`src/hdl/rv32i_pkg.sv`:
```
// rv32i step core: shared types, opcodes and status codes
// no dependencies; imported by all rv32i modules
package rv32i_pkg;

  localparam logic [6:0] OP_LUI    = 7'h37;
  localparam logic [6:0] OP_AUIPC  = 7'h17;
  localparam logic [6:0] OP_JAL    = 7'h6F;
  localparam logic [6:0] OP_JALR   = 7'h67;
  localparam logic [6:0] OP_BRANCH = 7'h63;
  localparam logic [6:0] OP_LOAD   = 7'h03;
  localparam logic [6:0] OP_STORE  = 7'h23;
  localparam logic [6:0] OP_IMM    = 7'h13;
  localparam logic [6:0] OP_REG    = 7'h33;
  localparam logic [6:0] OP_FENCE  = 7'h0F;
  localparam logic [6:0] OP_SYSTEM = 7'h73;

  localparam logic [6:0] F7_ALT = 7'h20;
  localparam logic [31:0] MASK_B = 32'h0000_00FF;
  localparam logic [31:0] MASK_H = 32'h0000_FFFF;

  typedef enum logic [2:0] {
    ST_OK      = 3'd0,
    ST_ILLEGAL = 3'd1,
    ST_UNIMPL  = 3'd2,
    ST_RANGE   = 3'd3,
    ST_MISALGN = 3'd4
  } status_e;

  // request passed from front to back through the queue
  typedef struct packed {
    logic        cmd;
    logic [11:0] word_addr;
    logic [31:0] word_data;
  } req_t;

endpackage

```
`src/hdl/rv32i_front.sv`:
```
// rv32i step core: input front end, two-entry request queue
// depends on rv32i_pkg
module rv32i_front
  import rv32i_pkg::*;
(
  input  logic        clk_i,
  input  logic        rst_ni,
  input  logic        in_valid_i,
  output logic        in_ready_o,
  input  req_t        in_req_i,
  output logic        req_valid_o,
  input  logic        req_ready_i,
  output req_t        req_o
);

  req_t       buf_q [2];
  logic       wr_ptr_q, rd_ptr_q;
  logic [1:0] cnt_q;
  logic       push, pop;

  assign in_ready_o  = (cnt_q != 2'd2);
  assign req_valid_o = (cnt_q != 2'd0);
  assign req_o       = buf_q[rd_ptr_q];
  assign push        = in_valid_i && in_ready_o;
  assign pop         = req_valid_o && req_ready_i;

  // queue payload
  always_ff @(posedge clk_i) begin
    if (push) buf_q[wr_ptr_q] <= in_req_i;
  end

  // queue pointers
  always_ff @(posedge clk_i or negedge rst_ni) begin
    if (!rst_ni) begin
      wr_ptr_q <= 1'b0;
      rd_ptr_q <= 1'b0;
      cnt_q    <= 2'd0;
    end else begin
      if (push) wr_ptr_q <= ~wr_ptr_q;
      if (pop)  rd_ptr_q <= ~rd_ptr_q;
      cnt_q <= cnt_q + {1'b0, push} - {1'b0, pop};
    end
  end

endmodule

```
`config.mk`:
```
export PLATFORM = sky130hd
export DESIGN_NAME = rv32i_front
export DESIGN_NICKNAME = d
export VERILOG_FILES = /design/src/hdl/rv32i_pkg.sv /design/src/hdl/rv32i_front.sv
export SDC_FILE = /design/constraint.sdc
export NUM_CORES = 1
export LEC_CHECK = 0
export ABC_AREA = 1
export CORE_UTILIZATION = 55
export DETAILED_ROUTE_END_ITERATION = 7
export DONT_BUFFER_PORTS = 1
export PLACE_DENSITY = 0.76
export SLEW_MARGIN = 25
export SYNTH_ARGS = -nofsm -noshare
export SYNTH_HDL_FRONTEND = slang
export SYNTH_SLANG_ARGS = --single-unit
```
`constraint.sdc`:
```
create_clock -name clk_i -period 3.4 [get_ports clk_i]
set_input_delay 0.34 -clock clk_i [delete_from_list [all_inputs] [get_ports clk_i]]
set_output_delay 0.34 -clock clk_i [all_outputs]
set_load 0.05 [all_outputs]
```
## After elaboration in Yosys (flattened, before gate mapping)

Memories as Yosys holds them, arrays and structs flattened.
Index checks and enable logic that the tools add are counted.
W data, S select, Z words.

- Input bits: 49
- Word-level logic and storage cells: 14
- Memory bits (writable): 90
- Register bits: 4
- Memories kept: 1

- Muxes and demuxes: 2
- Reductions and logical operators: 3
- Equality and inequality tests: 1
- Bitwise logic cells: 2
- Add/subtract/negate cells: 2

Memory list:

| name | words | width | rd ports | clocked after Yosys merged registers in | wr ports | RTL line | RTL |
|---|---|---|---|---|---|---|---|
| buf_q | 2 | 45 | 1 | 0 | 1 | rv32i_front.sv:16 | `req_t buf_q [2];` |

Operators by type and width:

| operator | number |
|---|---|
| $add A2 B1 Y2 | 1 |
| $logic_and A1 B1 Y1 | 2 |
| $mux W1 | 2 |
| $ne A2 B2 Y1 const B | 1 |
| $not A1 Y1 | 2 |
| $reduce_bool A2 Y1 | 1 |
| $sub A2 B1 Y2 | 1 |

## Longest topological paths before layout

- Depth in word-level cells: 4
- Mapped depth: 10
- Mapped depth without buffers: 10

## Worst setup path after synthesis

No wires, ideal clock.

- Path kind: reg2reg
- Start: reg cnt_q[1]
- End: mem buf_q[1][0] (netlist bit), enable pin
- Cell stages (with the launch flop): 4
- Clock period less this slack: 3290 ps
- Setup slack: 110 ps
- Arrival: 2842 ps
- Library setup time: 448 ps
- Required time: 2952 ps
- Cell sequence: dfrtp_1 nand2_1 nand2_1 nor2_1

- Word-level cells in the longest chain between the ends: 4

RTL lines:

| item | RTL line | RTL |
|---|---|---|
| start: declaration | rv32i_front.sv:18 | `logic [1:0] cnt_q;` |
| start signal: assignment | rv32i_front.sv:41 | `cnt_q <= cnt_q + {1'b0, push} - {1'b0, pop};` |
| $ne A2 B2 Y1 | rv32i_front.sv:21 | `assign in_ready_o = (cnt_q != 2'd2);` |
| named net in_ready_o | rv32i_front.sv:9 | `output logic in_ready_o,` |
| $logic_and A1 B1 Y1 | rv32i_front.sv:24 | `assign push = in_valid_i && in_ready_o;` |
| $mux W1 | rv32i_front.sv:29 | `if (push) buf_q[wr_ptr_q] <= in_req_i;` |
| $mux W1 (implied by the code) | rv32i_front.sv:29 |  |
| end: declaration | rv32i_front.sv:16 |  |

The timed path passes the listed nets, and every way through them passes these cells.

==> impl_metrics.py <==
metrics = {
    "floorplanning": {
        "die_w_um": 82.37,
        "dieArea_mm2": 0.006784,
        "initial_core_util_pct": 58.61,
        "coreArea_mm2": 0.006061,
        "die_h_um": 82.37,
        "num_rows": 28,
        "ios": 96,
    },
    "cts": {
        "cts-resized-gates": 0,
        "clk_pin_slew_worst_paths_ns": 0.08,
        "cts_made_buffers": 9,
        "clockBufferDepth": 2,
        "clock-sinks": 94,
        "clk_latency_ns": 0.34,
        "htreeDepth": 3,
        "cts-root-buf": "clkbuf_8",
        "cts_tree": "built",
        "postCtsSetupBuffers": 0,
        "hold_buffers": 1,
    },
    "critical_path": {
        "cp-endpoint": "req_o[27]",
        "crit_type": "flop to output port",
        "reg2reg_slack_ns": 1.26,
        "startpoint": "rd_ptr_q$_DFFE_PN0P_",
        "cp-end-kind": "output port",
        "reg2reg_from": "cnt_q[1]$_DFF_PN0_",
        "crit_arrival_ns": 1.84,
        "critPathRequiredTime_ns": 3.06,
        "worstSetupStartpointType": "flop",
        "reg2reg_depth": 3,
        "reg2reg_to": "buf_q[0][14]$_DFFE_PP_",
        "critical_path_peak_fanout": 46,
    },
    "timing": {
        "slew_viol_final": 0,
        "rsz0062_at_grt": "no",
        "fin_crit_sh_pct": 64.22,
        "fmax_ghz": 0.4580,
        "finalHoldViolCount": 0,
        "setup_viol": 0,
        "worstMarginPinSlew_ns": 0.9531,
        "skew_ns": 0.008939,
        "slew-limit-headroom_pct": 36.46,
        "fin_crit_ns": 2.183,
        "fin_setup_tns_ns": 0,
    },
    "layout": {
        "mostFrequentLayoutCells": "nand2_1, edfxtp_1, clkbuf_8",
        "layout_commonest_cell": "nand2_1",
        "area_delta_synth_final_pct": 4.509,
        "nets": 323,
        "antenna_cells": 0,
        "drive_above_1_share_pct": 6.569,
    },
    "global_routing": {
        "grt_max_degree": 47,
        "grt_pass1_vias": 1728,
        "met1_usage_pct": 17.96,
        "grt_overflow_total": 0,
        "grt_pass1_wl_um": 7859,
        "grt_busiest_layer": "met2",
        "grt_util_all_layers_pct": 16.39,
        "antenna_found_initial": 0,
        "grt_use_met2_pct": 25.87,
        "met3_usage_pct": 8.352,
    },
    "hold_path": {
        "hp-class": "input pin to flop",
    },
    "logic_synthesis": {
        "syn_nets": 317,
        "synth.distinct_cells": 12,
        "ys_ff_latch": 94,
        "syn_area_mm2": 0.003552,
        "netlist_instances": 266,
        "ys_seq_area_share_pct": 78.90,
        "avgSynthCellArea_um2": 13.35,
        "yosys_warnings": 0,
    },
    "route": {
        "drtIter0Drc": 122,
        "vias": 1814,
        "wire_per_inst_um": 15.62,
        "wirelength_um": 5453,
        "dr.pass1.iters": 5,
        "ant_nets": 0,
        "drt-vias-per-instance": 5.198,
        "drc_errors": 0,
    },
    "placement": {
        "place.gp.congestion": 0.8249,
        "dp_hpwl_um": 3455,
        "numPortBuffers": 0,
    },
    "run_status": {
        "outcome": "completed",
    },
    "job": {
        "maxCapViolations": 0,
    },
}
-- metal layers --
layer | part of all wire [%] | routed length [um]
met4 | 1.7 | 94
met1 | 38 | 2097
met2 | 46 | 2535
met3 | 13 | 725
met5 | 0 | 0
-- cells in the mapped netlist --
| cell | instances | area share, % |
|---|---|---|
| edfxtp_1 | 90 | 76 |
| ha_1 | 2 | 0.70 |
| nand2_1 | 148 | 16 |
| dfrtp_1 | 4 | 2.8 |
| nand3_1 | 3 | 0.42 |
| buf_4 | 1 | 0.21 |
| inv_1 | 8 | 0.85 |
| buf_12 | 4 | 2.3 |
| buf_2 | 3 | 0.42 |
| clkbuf_8 | 1 | 0.39 |
| inv_2 | 1 | 0.11 |
| nor2_1 | 1 | 0.11 |
-- area by class of cell --
type | instances | area (um2)
multi-input cells | 154 | 606.8
clock inverters | 4 | 17.52
repair buffers | 4 | 32.53
clock buffers | 9 | 123.9
inverters | 9 | 33.78
flip-flops and latches | 94 | 2804
fillers | 473 | 2349
well taps | 75 | 93.84
-- per-stage QoR --
step / worst slack, ns / cell area, um2 / util (%) / std cells / hold slack, ns
global route: 1.040 / 3712 / 61.25 / 349 / 0.07244
floorplan: 0.1102 / 3552 / - / 266 / 0.04441
detailed placement: 1.263 / 3561 / 58.75 / 335 / 0.04447
CTS: 1.167 / 3712 / 61.25 / 349 / 0.07579
global placement: 1.306 / 3561 / 58.75 / 335 / 0.04448
finish: 1.217 / 3712 / 61.25 / 349 / 0.08985
-- critical path, cell delays in order, from the launching register on --
cell	delay [ns]
dfrtp_2	0.41
inv_2	0.57
nand2_1	0.12
nand2_1	0.41
-- flip-flops by register name (all words and copies together), names as in the netlist --
register	flops
wr_ptr_q	1
cnt_q	2
buf_q	90
rd_ptr_q	1
-- how the worst min path moves through the flow --
stage                 start                endpoint  depth (start not counted)
6_report       in_req_i[24]  buf_q[1][24]$_DFFE_PP_                          0
5_1_grt        in_req_i[23]  buf_q[1][23]$_DFFE_PP_                          0
4_1_cts        in_req_i[26]  buf_q[1][26]$_DFFE_PP_                          0
3_5_place_dp         rst_ni      cnt_q[0]$_DFF_PN0_                          0
3_3_place_gp         rst_ni      cnt_q[1]$_DFF_PN0_                          0
2_1_floorplan        rst_ni      cnt_q[0]$_DFF_PN0_                          0
-- logic make-up (layout without fill, tap and decap cells) --
kind of cell | Yosys count | count (layout) | share of synthesized area, %
adder cells (fa/ha/maj) | 2 | 2 | 0.7044
buffers and inverters | 18 | 26 | 4.227
flip-flops | 94 | 94 | 78.90
AND/OR/NAND/NOR | 152 | 152 | 16.17
Power is not shown: default switching activity piles up to over one toggle a cycle in this logic, so the estimate is an artifact.
